## src/rtl/core/mbrx_pkg.sv

```systemverilog
// shared types, codes and defaults for the mailbox uart receive ring
package mbrx_pkg;

   localparam int DEF_RX_CAPACITY = 256;
   localparam int DEF_CHUNK_SIZE  = 16;
   localparam int FILL_W          = 9;

   localparam logic [1:0] KIND_HEADER  = 2'd0;
   localparam logic [1:0] KIND_PAYLOAD = 2'd1;
   localparam logic [1:0] KIND_READ    = 2'd2;
   localparam logic [1:0] KIND_UPPER   = 2'd3;

   localparam logic [1:0] CMD_DATA  = 2'd0;
   localparam logic [1:0] CMD_STATE = 2'd1;

   localparam logic [1:0] RES_ACCEPTED  = 2'd0;
   localparam logic [1:0] RES_MALFORMED = 2'd1;
   localparam logic [1:0] RES_REFUSED   = 2'd2;

   localparam int ST_OVF_BIT = 0;
   localparam int ST_CRC_BIT = 1;

   typedef struct packed {
      logic [1:0]  kind;
      logic [1:0]  command;
      logic [7:0]  frame_flags;
      logic [7:0]  frame_crc;
      logic [31:0] frame_addr;
      logic [15:0] frame_len;
      logic        link_up;
      logic [7:0]  payload_byte;
      logic        take_status;
      logic        upper_hold;
   } req_item_type;

   typedef struct packed {
      logic [1:0]        reply_bits;
      logic [1:0]        frame_result;
      logic [7:0]        read_data;
      logic              read_valid;
      logic [1:0]        held_status;
      logic              own_stop;
      logic              far_stop;
      logic              far_stop_seen;
      logic [FILL_W-1:0] fill_level;
   } rsp_item_type;

endpackage

```

## src/rtl/core/mbrx_ring.sv

```systemverilog
// receive ring byte memory, one write port and one registered read port
module mbrx_ring #(
   parameter int DEPTH  = 257,
   parameter int ADDR_W = 9
) (
   input  logic              clock,
   input  logic              wr_en,
   input  logic [ADDR_W-1:0] wr_addr,
   input  logic [7:0]        wr_data,
   input  logic              rd_en,
   input  logic [ADDR_W-1:0] rd_addr,
   output logic [7:0]        rd_data
);

   logic [7:0] ring_mem [DEPTH];
   logic [7:0] rd_data_ff;

   always_ff @(posedge clock) begin
      if (wr_en) begin
         ring_mem[wr_addr] <= wr_data;
      end
      if (rd_en) begin
         rd_data_ff <= ring_mem[rd_addr];
      end
   end

   assign rd_data = rd_data_ff;

endmodule

```

## src/rtl/core/mbrx_ctrl.sv

```systemverilog
// ring pointers, reservation, sticky status, rts flags and frame checks
module mbrx_ctrl #(
   parameter int RX_CAPACITY = 256,
   parameter int CHUNK_SIZE  = 16,
   parameter int PTR_W       = 9
) (
   input  logic                  clock,
   input  logic                  reset,
   input  logic                  step,
   input  mbrx_pkg::req_item_type item,
   input  logic [31:0]           window_address,
   input  logic [7:0]            rd_data,
   output logic [PTR_W-1:0]      rd_addr,
   output logic                  wr_en,
   output logic [PTR_W-1:0]      wr_addr,
   output logic [7:0]            wr_data,
   output mbrx_pkg::rsp_item_type result
);
   import mbrx_pkg::*;

   localparam int RING_SIZE        = RX_CAPACITY + 1;
   localparam int CNT_W            = PTR_W + 1;
   localparam int STOP_CLEAR_LEVEL = (RX_CAPACITY * 40) / 100;

   logic [PTR_W-1:0] rp_ff, rp_in, wp_ff, wp_in, resv_ff, resv_in;
   logic [1:0]       status_ff, status_in;
   logic             local_ff, local_in, upper_ff, upper_in;
   logic             peer_ff, peer_in, known_ff, known_in;

   logic [PTR_W-1:0] fill, fill_post, rp_next, wp_next;
   logic [CNT_W-1:0] used, used_post;
   logic [CNT_W-1:0] free_now, free_post;
   logic             refresh, failed, malformed;
   logic [7:0]       rdata;
   logic             rvalid;
   logic [1:0]       sticky;

   assign rp_next = (rp_ff == PTR_W'(RING_SIZE - 1)) ? '0 : rp_ff + 1'b1;
   assign wp_next = (wp_ff == PTR_W'(RING_SIZE - 1)) ? '0 : wp_ff + 1'b1;

   always_comb begin
      if (wp_ff >= rp_ff) begin
         fill = wp_ff - rp_ff;
      end else begin
         fill = PTR_W'(CNT_W'(wp_ff) + CNT_W'(RING_SIZE) - CNT_W'(rp_ff));
      end
   end

   assign used     = CNT_W'(fill) + CNT_W'(resv_ff);
   assign free_now = (used >= CNT_W'(RX_CAPACITY)) ? '0 : CNT_W'(RX_CAPACITY) - used;

   always_comb begin
      status_in = status_ff;
      resv_in   = resv_ff;
      rp_in     = rp_ff;
      wp_in     = wp_ff;
      upper_in  = upper_ff;
      peer_in   = peer_ff;
      known_in  = known_ff;
      fill_post = fill;
      wr_en     = 1'b0;
      failed    = 1'b0;
      malformed = 1'b0;
      rdata     = '0;
      rvalid    = 1'b0;
      sticky    = '0;
      unique case (item.kind)
         KIND_HEADER: begin
            priority if ((item.command != CMD_DATA && item.command != CMD_STATE)
                         || item.frame_flags[7:1] != '0) begin
               failed    = 1'b1;
               malformed = 1'b1;
            end else if (item.frame_crc != '0) begin
               status_in[ST_CRC_BIT] = 1'b1;
               failed    = 1'b1;
               malformed = 1'b1;
            end else if (item.command == CMD_DATA) begin
               priority if (item.frame_addr != window_address
                            || item.frame_len == '0
                            || 32'(item.frame_len) > 32'(CHUNK_SIZE)) begin
                  failed    = 1'b1;
                  malformed = 1'b1;
               end else if (!item.link_up) begin
                  failed = 1'b1;
               end else if (32'(free_now) < 32'(item.frame_len)) begin
                  status_in[ST_OVF_BIT] = 1'b1;
                  failed = 1'b1;
               end else begin
                  resv_in = resv_ff + PTR_W'(item.frame_len);
               end
            end else if (item.frame_addr != '0 || item.frame_len != '0) begin
               failed    = 1'b1;
               malformed = 1'b1;
            end
            if (!malformed) begin
               peer_in  = item.frame_flags[0];
               known_in = 1'b1;
            end
         end
         KIND_PAYLOAD: begin
            if (resv_ff != '0) begin
               wr_en     = 1'b1;
               wp_in     = wp_next;
               resv_in   = resv_ff - 1'b1;
               fill_post = fill + 1'b1;
            end
         end
         KIND_READ: begin
            if (fill != '0) begin
               rdata     = rd_data;
               rvalid    = 1'b1;
               rp_in     = rp_next;
               fill_post = fill - 1'b1;
            end
            if (item.take_status) begin
               sticky    = status_ff;
               status_in = '0;
            end
         end
         KIND_UPPER: begin
            upper_in = item.upper_hold;
         end
         default: begin
         end
      endcase
   end

   assign used_post = CNT_W'(fill_post) + CNT_W'(resv_in);
   assign free_post = (used_post >= CNT_W'(RX_CAPACITY)) ? '0
                    : CNT_W'(RX_CAPACITY) - used_post;
   assign refresh   = upper_in || (32'(free_post) <= 32'(CHUNK_SIZE));

   always_comb begin
      local_in = local_ff;
      unique case (item.kind)
         KIND_HEADER, KIND_UPPER: local_in = refresh;
         KIND_READ: begin
            if (!upper_ff && local_ff && 32'(fill_post) < 32'(STOP_CLEAR_LEVEL)) begin
               local_in = refresh;
            end
         end
         default: local_in = local_ff;
      endcase
   end

   always_ff @(posedge clock) begin
      if (reset) begin
         rp_ff     <= '0;
         wp_ff     <= '0;
         resv_ff   <= '0;
         status_ff <= '0;
         local_ff  <= 1'b0;
         upper_ff  <= 1'b0;
         peer_ff   <= 1'b0;
         known_ff  <= 1'b0;
      end else if (step) begin
         rp_ff     <= rp_in;
         wp_ff     <= wp_in;
         resv_ff   <= resv_in;
         status_ff <= status_in;
         local_ff  <= local_in;
         upper_ff  <= upper_in;
         peer_ff   <= peer_in;
         known_ff  <= known_in;
      end
   end

   assign rd_addr = rp_ff;
   assign wr_addr = wp_ff;
   assign wr_data = item.payload_byte;

   always_comb begin
      result.reply_bits    = (item.kind == KIND_HEADER) ? {failed, local_in} : 2'b00;
      result.frame_result  = malformed ? RES_MALFORMED
                           : (failed ? RES_REFUSED : RES_ACCEPTED);
      result.read_data     = rdata;
      result.read_valid    = rvalid;
      result.held_status   = sticky;
      result.own_stop      = local_in;
      result.far_stop      = peer_in;
      result.far_stop_seen = known_in;
      result.fill_level    = FILL_W'(fill_post);
   end

endmodule

```

## src/rtl/core/mailbox_uart_rx_ring_flow_control_core.sv

```systemverilog
// mailbox uart receive core: frame checks, payload ring and rts flow control
// flow: a taken request word waits in stage one for the ring read issued at accept;
// stage one steps once no shown response is stalled, updating pointers and flags and
// registering the result word; no new request is taken while stage one is full
// reset: synchronous; pointers, reservation, status and rts flags clear, ring
// contents stay undefined until written, window address clears to zero
module mailbox_uart_rx_ring_flow_control_core #(
   parameter int RX_CAPACITY = mbrx_pkg::DEF_RX_CAPACITY,
   parameter int CHUNK_SIZE  = mbrx_pkg::DEF_CHUNK_SIZE
) (
   input  logic                          clock,
   input  logic                          reset,
   input  logic                          csr_valid,
   output logic                          csr_ready,
   input  logic [31:0]                   csr_wdata,
   input  logic                          req_valid,
   output logic                          req_stall,
   input  logic [1:0]                    req_kind,
   input  logic [1:0]                    req_command,
   input  logic [7:0]                    req_frame_flags,
   input  logic [7:0]                    req_frame_crc,
   input  logic [31:0]                   req_frame_addr,
   input  logic [15:0]                   req_frame_len,
   input  logic                          req_link_up,
   input  logic [7:0]                    req_payload_byte,
   input  logic                          req_take_status,
   input  logic                          req_upper_hold,
   output logic                          rsp_valid,
   input  logic                          rsp_stall,
   output logic [1:0]                    rsp_reply_bits,
   output logic [1:0]                    rsp_frame_result,
   output logic [7:0]                    rsp_read_data,
   output logic                          rsp_read_valid,
   output logic [1:0]                    rsp_held_status,
   output logic                          rsp_own_stop,
   output logic                          rsp_far_stop,
   output logic                          rsp_far_stop_seen,
   output logic [mbrx_pkg::FILL_W-1:0]   rsp_fill_level
);
   import mbrx_pkg::*;

   localparam int RING_SIZE = RX_CAPACITY + 1;
   localparam int PTR_W     = $clog2(RING_SIZE);

   logic [31:0]  window_ff;
   logic         s1_valid_ff, s1_valid_in;
   req_item_type s1_item_ff;
   req_item_type req_item;
   logic         rsp_valid_ff, rsp_valid_in;
   rsp_item_type rsp_item_ff;
   rsp_item_type result;
   logic         accept, step;

   logic [PTR_W-1:0] rd_addr, wr_addr;
   logic [7:0]       rd_data, wr_data;
   logic             wr_en;

   assign csr_ready = 1'b1;

   always_ff @(posedge clock) begin
      if (reset) begin
         window_ff <= '0;
      end else if (csr_valid && csr_ready) begin
         window_ff <= csr_wdata;
      end
   end

   assign req_item.kind         = req_kind;
   assign req_item.command      = req_command;
   assign req_item.frame_flags  = req_frame_flags;
   assign req_item.frame_crc    = req_frame_crc;
   assign req_item.frame_addr   = req_frame_addr;
   assign req_item.frame_len    = req_frame_len;
   assign req_item.link_up      = req_link_up;
   assign req_item.payload_byte = req_payload_byte;
   assign req_item.take_status  = req_take_status;
   assign req_item.upper_hold   = req_upper_hold;

   assign req_stall = s1_valid_ff;
   assign accept    = req_valid && !req_stall;
   assign step      = s1_valid_ff && (!rsp_valid_ff || !rsp_stall);

   always_comb begin
      s1_valid_in = s1_valid_ff;
      if (accept) begin
         s1_valid_in = 1'b1;
      end else if (step) begin
         s1_valid_in = 1'b0;
      end
   end

   always_comb begin
      rsp_valid_in = rsp_valid_ff;
      if (step) begin
         rsp_valid_in = 1'b1;
      end else if (!rsp_stall) begin
         rsp_valid_in = 1'b0;
      end
   end

   always_ff @(posedge clock) begin
      if (reset) begin
         s1_valid_ff  <= 1'b0;
         rsp_valid_ff <= 1'b0;
      end else begin
         s1_valid_ff  <= s1_valid_in;
         rsp_valid_ff <= rsp_valid_in;
      end
   end

   always_ff @(posedge clock) begin
      if (accept) begin
         s1_item_ff <= req_item;
      end
      if (step) begin
         rsp_item_ff <= result;
      end
   end

   mbrx_ring #(
      .DEPTH  (RING_SIZE),
      .ADDR_W (PTR_W)
   ) u_ring (
      .clock   (clock),
      .wr_en   (wr_en && step),
      .wr_addr (wr_addr),
      .wr_data (wr_data),
      .rd_en   (accept),
      .rd_addr (rd_addr),
      .rd_data (rd_data)
   );

   mbrx_ctrl #(
      .RX_CAPACITY (RX_CAPACITY),
      .CHUNK_SIZE  (CHUNK_SIZE),
      .PTR_W       (PTR_W)
   ) u_ctrl (
      .clock          (clock),
      .reset          (reset),
      .step           (step),
      .item           (s1_item_ff),
      .window_address (window_ff),
      .rd_data        (rd_data),
      .rd_addr        (rd_addr),
      .wr_en          (wr_en),
      .wr_addr        (wr_addr),
      .wr_data        (wr_data),
      .result         (result)
   );

   assign rsp_valid         = rsp_valid_ff;
   assign rsp_reply_bits    = rsp_item_ff.reply_bits;
   assign rsp_frame_result  = rsp_item_ff.frame_result;
   assign rsp_read_data     = rsp_item_ff.read_data;
   assign rsp_read_valid    = rsp_item_ff.read_valid;
   assign rsp_held_status   = rsp_item_ff.held_status;
   assign rsp_own_stop      = rsp_item_ff.own_stop;
   assign rsp_far_stop      = rsp_item_ff.far_stop;
   assign rsp_far_stop_seen = rsp_item_ff.far_stop_seen;
   assign rsp_fill_level    = rsp_item_ff.fill_level;

endmodule
```

## config.mk

```make
export PLATFORM = sky130hd
export DESIGN_NAME = mailbox_uart_rx_ring_flow_control_core
export DESIGN_NICKNAME = d
export VERILOG_FILES = /design/src/rtl/core/mbrx_pkg.sv /design/src/rtl/core/mbrx_ring.sv /design/src/rtl/core/mbrx_ctrl.sv /design/src/rtl/core/mailbox_uart_rx_ring_flow_control_core.sv
export SDC_FILE = /design/constraint.sdc
export NUM_CORES = 2
export LEC_CHECK = 0
export BUFFER_PORTS_ARGS = -buffer_cell sky130_fd_sc_hd__clkbuf_2
export CAP_MARGIN = 15
export CORE_MARGIN = 2
export CORE_UTILIZATION = 53
export CTS_BUF_LIST = sky130_fd_sc_hd__clkbuf_2 sky130_fd_sc_hd__clkbuf_4 sky130_fd_sc_hd__clkbuf_8
export CTS_CLUSTER_DIAMETER = 200
export DETAILED_ROUTE_END_ITERATION = 8
export PLACE_DENSITY_LB_ADDON = 0.12
export SLEW_MARGIN = 15
export SYNTH_ARGS = -nofsm -noshare
export SYNTH_HDL_FRONTEND = slang
export SYNTH_SLANG_ARGS = --single-unit
```

## constraint.sdc

```tcl
create_clock -name clock -period 22.8 [get_ports clock]
set_input_delay 3.42 -clock clock [delete_from_list [all_inputs] [get_ports clock]]
set_output_delay 3.42 -clock clock [all_outputs]
set_load 0.01 [all_outputs]
```

==> summary.txt <==
========================================================================================================
Run status                                                                                  finished clean
Area delta synth->final                                                                            11.3%
Post-route setup TNS                                                                                0 ns
Sequential cell area fraction in the yosys report                                                  73.7%
HPWL after detailed placement                                                                     134 mm
Most frequent cell after synthesis                                                          sky130_fd_sc_hd__edfxtp_1
Hold WC Path Type                                                                             reg -> reg
Launching element type of the critical path                                                         flop
Number of cells on the worst reg-to-reg path                                                          38
Clk_lat worst skew                                                                               1.05 ns
Worst Tran Pin Value                                                                             1.36 ns
First-iteration detailed-routing DRC count                                                         5,506
First-pass iteration count of the detailed router                                                      6
Part of the total power dissipated in the clock network                                            41.3%
Number of buffers inserted for hold repair after clock tree synthesis                                  0
Number of warnings issued by yosys                                                                     0
Worst path depth                                                                                      38
Cell count after synthesis                                                                         4,443
TritonCTS Sinks                                                                                    2,237
Overflow left after global routing                                                                     0
Vias in the first global route                                                                    45,900
Number of enable flip-flop cells after synthesis                                                   2,170
Deepest clock path buffer count                                                                        4
Initial Util                                                                                       53.3%
Synth Flop Type                                                                             sky130_fd_sc_hd__edfxtp_1
Routability cong.                                                                                  0.890
Maximum net fanout on the critical path                                                               23
CP top delay family                                                                         compound AO/OA/AOI/OAI gates
Area of combinational cells with multiple inputs                                              0.0225 mm2
Post-route fraction of the period consumed by the critical path                                    47.2%
Worst setup startpoint                                                                      u_ctrl.rd_addr[6]
Crit Reg-Reg Startpoint                                                                     u_ctrl.rd_addr[6]
Leakage power of the design                                                                    0.0315 uW
Achievable clock frequency                                                                    0.0928 GHz
Floorplan die width                                                                               417 um
Number of post-CTS setup repair buffers                                                                0
Kind of critical path                                                                         reg -> reg
RSZ-0062 raised after global routing                                                                  no
Worst setup slack for register-to-register paths                                                12.03 ns
Flip-flop and latch count after synthesis                                                          2,237
Wire length of the first global-routing pass                                                      325 mm
Mean cell area of the mapped netlist                                                            20.3 um2
Die outline height                                                                                417 um
Post-CTS clock slew at the launch and capture registers of the worst setup and hold paths        0.06 ns
Number of gates resized after cts                                                                      0
Final slew viol count                                                                                  0
TritonCTS clock tree                                                                                 yes
Pwr dens                                                                                     81.7 mW/mm2
Number of I/O port buffers                                                                           144
Worst R2R End                                                                               rsp_reply_bits[0]
Internal power                                                                                   6460 uW
Worst setup skew after layout                                                                  0.0637 ns
Number of remaining DRC errors                                                                         0
Maximum number of pins on one net before global-route repair                                         206
Fraction of synthesized cell area taken by the top area cell type                                  72.2%
Sort of element at the end of the critical path                                                     flop
Total of max-cap violations                                                                            0
Comb power frac                                                                                     3.3%
Worst slew margin                                                                                  9.64%
Top-level port count                                                                                 146
Final number of hold-violating endpoints                                                               0
Library cell used as clock root buffer                                                      sky130_fd_sc_hd__clkbuf_8
Antenna violations before repair                                                                      13
Leading post-synthesis cells by cell area                                                   sky130_fd_sc_hd__edfxtp_1 72%, sky130_fd_sc_hd__mux4_2 16%, sky130_fd_sc_hd__nor2_1 1.6%
Core Util, Final                                                                                   59.3%
Buf/Inv on CP                                                                                          3
Worst Setup EP                                                                              rsp_reply_bits[0]
Net switching power figure                                                                       1750 uW
Antenna-violating nets left                                                                            0
Die ar.                                                                                        0.174 mm2
Level count of the clock H-tree                                                                        5
Final setup violation count                                                                            0
Count of unique library cells instantiated by Yosys                                                   85
Reg power frac                                                                                     55.5%
Net count, final                                                                                   4,992
Count of standard-cell rows                                                                          151
Delay of the slowest critical-path stage                                                         0.74 ns
Fraction of final layout cells with drive strength greater than 1                                  28.5%
Synthesized cell area                                                                         0.0902 mm2
Average routed wire per standard cell                                                            31.0 um
Worst endpoint data arrival time                                                                11.54 ns
Sequential cell area                                                                          0.0665 mm2
Async set-reset flop share out of synthesis                                                           0%
Required time at the endpoint of the critical path                                              23.57 ns
Number of nets in the synthesized netlist                                                          4,638
Vias per cell                                                                                       6.26
Core region area                                                                               0.169 mm2
Vias                                                                                              45,700
CP max stage cell                                                                           sky130_fd_sc_hd__dfxtp_1
Total track usage                                                                                  26.2%
Yosys top cell by area                                                                      sky130_fd_sc_hd__edfxtp_1
Switching Share                                                                                    21.3%
Final min period                                                                                10.77 ns
Cell depth of the worst min-delay path                                                                 2
Worst ir drop on vdd                                                                         0.0000619 V
TritonCTS Buffers                                                                                    371
Fill cell count                                                                                   12,300
Post-detailed-routing wire length                                                                 226 mm
Synth top cells by count                                                                    2,170 x sky130_fd_sc_hd__edfxtp_1, 654 x sky130_fd_sc_hd__mux4_2, 389 x sky130_fd_sc_hd__nor2_1
========================================================================================================
## routing by layer
metal	part of all wire [%]	global-route usage, %	up-vias	routed length, um
li1	-	-	19100	-
met1	41	38.0	24000	93400
met2	47	40.3	2113	107000
met3	8.5	5.75	416	19200
met4	3.1	8.51	2	6930
met5	0.0057	0	-	13
## cells in the final DEF (no fill, tap or decap), types with 20 or more instances in the layout
| cell type | count |
|---|---|
| sky130_fd_sc_hd__a21oi_1 | 57 |
| sky130_fd_sc_hd__and3_1 | 20 |
| sky130_fd_sc_hd__buf_4 | 58 |
| sky130_fd_sc_hd__clkbuf_2 | 144 |
| sky130_fd_sc_hd__clkbuf_4 | 109 |
| sky130_fd_sc_hd__clkbuf_8 | 380 |
| sky130_fd_sc_hd__clkinv_1 | 109 |
| sky130_fd_sc_hd__clkinv_2 | 30 |
| sky130_fd_sc_hd__dfxtp_1 | 63 |
| sky130_fd_sc_hd__edfxtp_1 | 2170 |
| sky130_fd_sc_hd__ha_1 | 68 |
| sky130_fd_sc_hd__inv_1 | 63 |
| sky130_fd_sc_hd__mux2i_1 | 67 |
| sky130_fd_sc_hd__mux4_2 | 654 |
| sky130_fd_sc_hd__nand2_1 | 133 |
| sky130_fd_sc_hd__nand3_1 | 53 |
| sky130_fd_sc_hd__nand4_1 | 30 |
| sky130_fd_sc_hd__nor2_1 | 389 |
| sky130_fd_sc_hd__nor3_1 | 24 |
| sky130_fd_sc_hd__nor4_1 | 25 |
| sky130_fd_sc_hd__o21ai_0 | 30 |
| sky130_fd_sc_hd__xnor2_1 | 67 |
## worst min-delay path by stage
stage / start / end / slack [ns]
floorplan: u_ctrl.known_ff / u_ctrl.known_ff / 0.43
finish: u_ctrl.known_ff / u_ctrl.known_ff / 0.47
CTS: u_ctrl.known_ff / u_ctrl.known_ff / 0.47
global route: u_ctrl.known_ff / u_ctrl.known_ff / 0.52
detailed placement: u_ctrl.known_ff / u_ctrl.known_ff / 0.46
global placement: u_ctrl.known_ff / u_ctrl.known_ff / 0.45
## cell families after synthesis
family | Yosys count | share of synthesized area [%]
AND/OR/NAND/NOR | 782 | 3.96
multiplexers | 725 | 17.1
flip-flops | 2237 | 73.7
other | 2 | 0.00832
XOR/XNOR | 82 | 0.796
adder cells (fa/ha/maj) | 79 | 1.19
AO/OA/AOI/OAI | 235 | 1.83
buffers and inverters | 301 | 1.40
## power groups by stage
stage | Clock [uW] | Combinational [uW] | Sequential (uW)
global placement | 0 | 262 | 4640
global route | 3630 | 293 | 4550
floorplan | 0 | 132 | 4680
finish | 3390 | 269 | 4550
detailed placement | 0 | 269 | 4640
CTS | 3450 | 270 | 4550
## state kept, by name, summed over array words and instances (netlist names), 2 cells and up
name	count
u_ctrl.wr_addr	9
s1_item_ff	79
rsp_fill_level	9
u_ctrl.status_ff	2
rsp_frame_result	2
rsp_read_data	8
u_ctrl.rd_addr	9
window_ff	32
u_ctrl.resv_ff	9
rsp_held_status	2
rsp_reply_bits	2
u_ring.ring_mem	2056
u_ring.rd_data	8
## metrics by stage
step	setup WS [ns]	cells	instance area, um2	hold slack, ns	power [uW]
2_1_floorplan	13.50	4443	90200	0.431	4810
3_3_place_gp	12.55	6642	93400	0.451	4900
3_5_place_dp	12.36	6642	93400	0.458	4910
4_1_cts	12.31	7286	100000	0.473	8270
5_1_grt	11.35	7289	100000	0.518	8470
6_report	12.03	7294	100000	0.468	8210
## worst reg2reg max path, delay by kind of cell, from the launching register on
family,cells,cell delay [ns]
adders and majority gates,5,1.86
DFF,1,0.74
muxes,1,0.49
xor gates and xnor gates,1,0.16
buffers and inverters,3,0.74
and+or+nand+nor,13,2.21
AOI/OAI and AO/OA,15,4.27
## cell type report
cell class / instances / share of cell area [%]
diodes: 8 / 0.0199
clock buffers: 489 / 6.02
clock inverters: 155 / 0.930
inverters: 70 / 0.269
multi-input cells: 1905 / 22.4
flip-flops and latches: 2237 / 66.2
well taps: 2218 / 2.76
repair buffers: 212 / 1.35
Power figures use the tool's default switching activity.
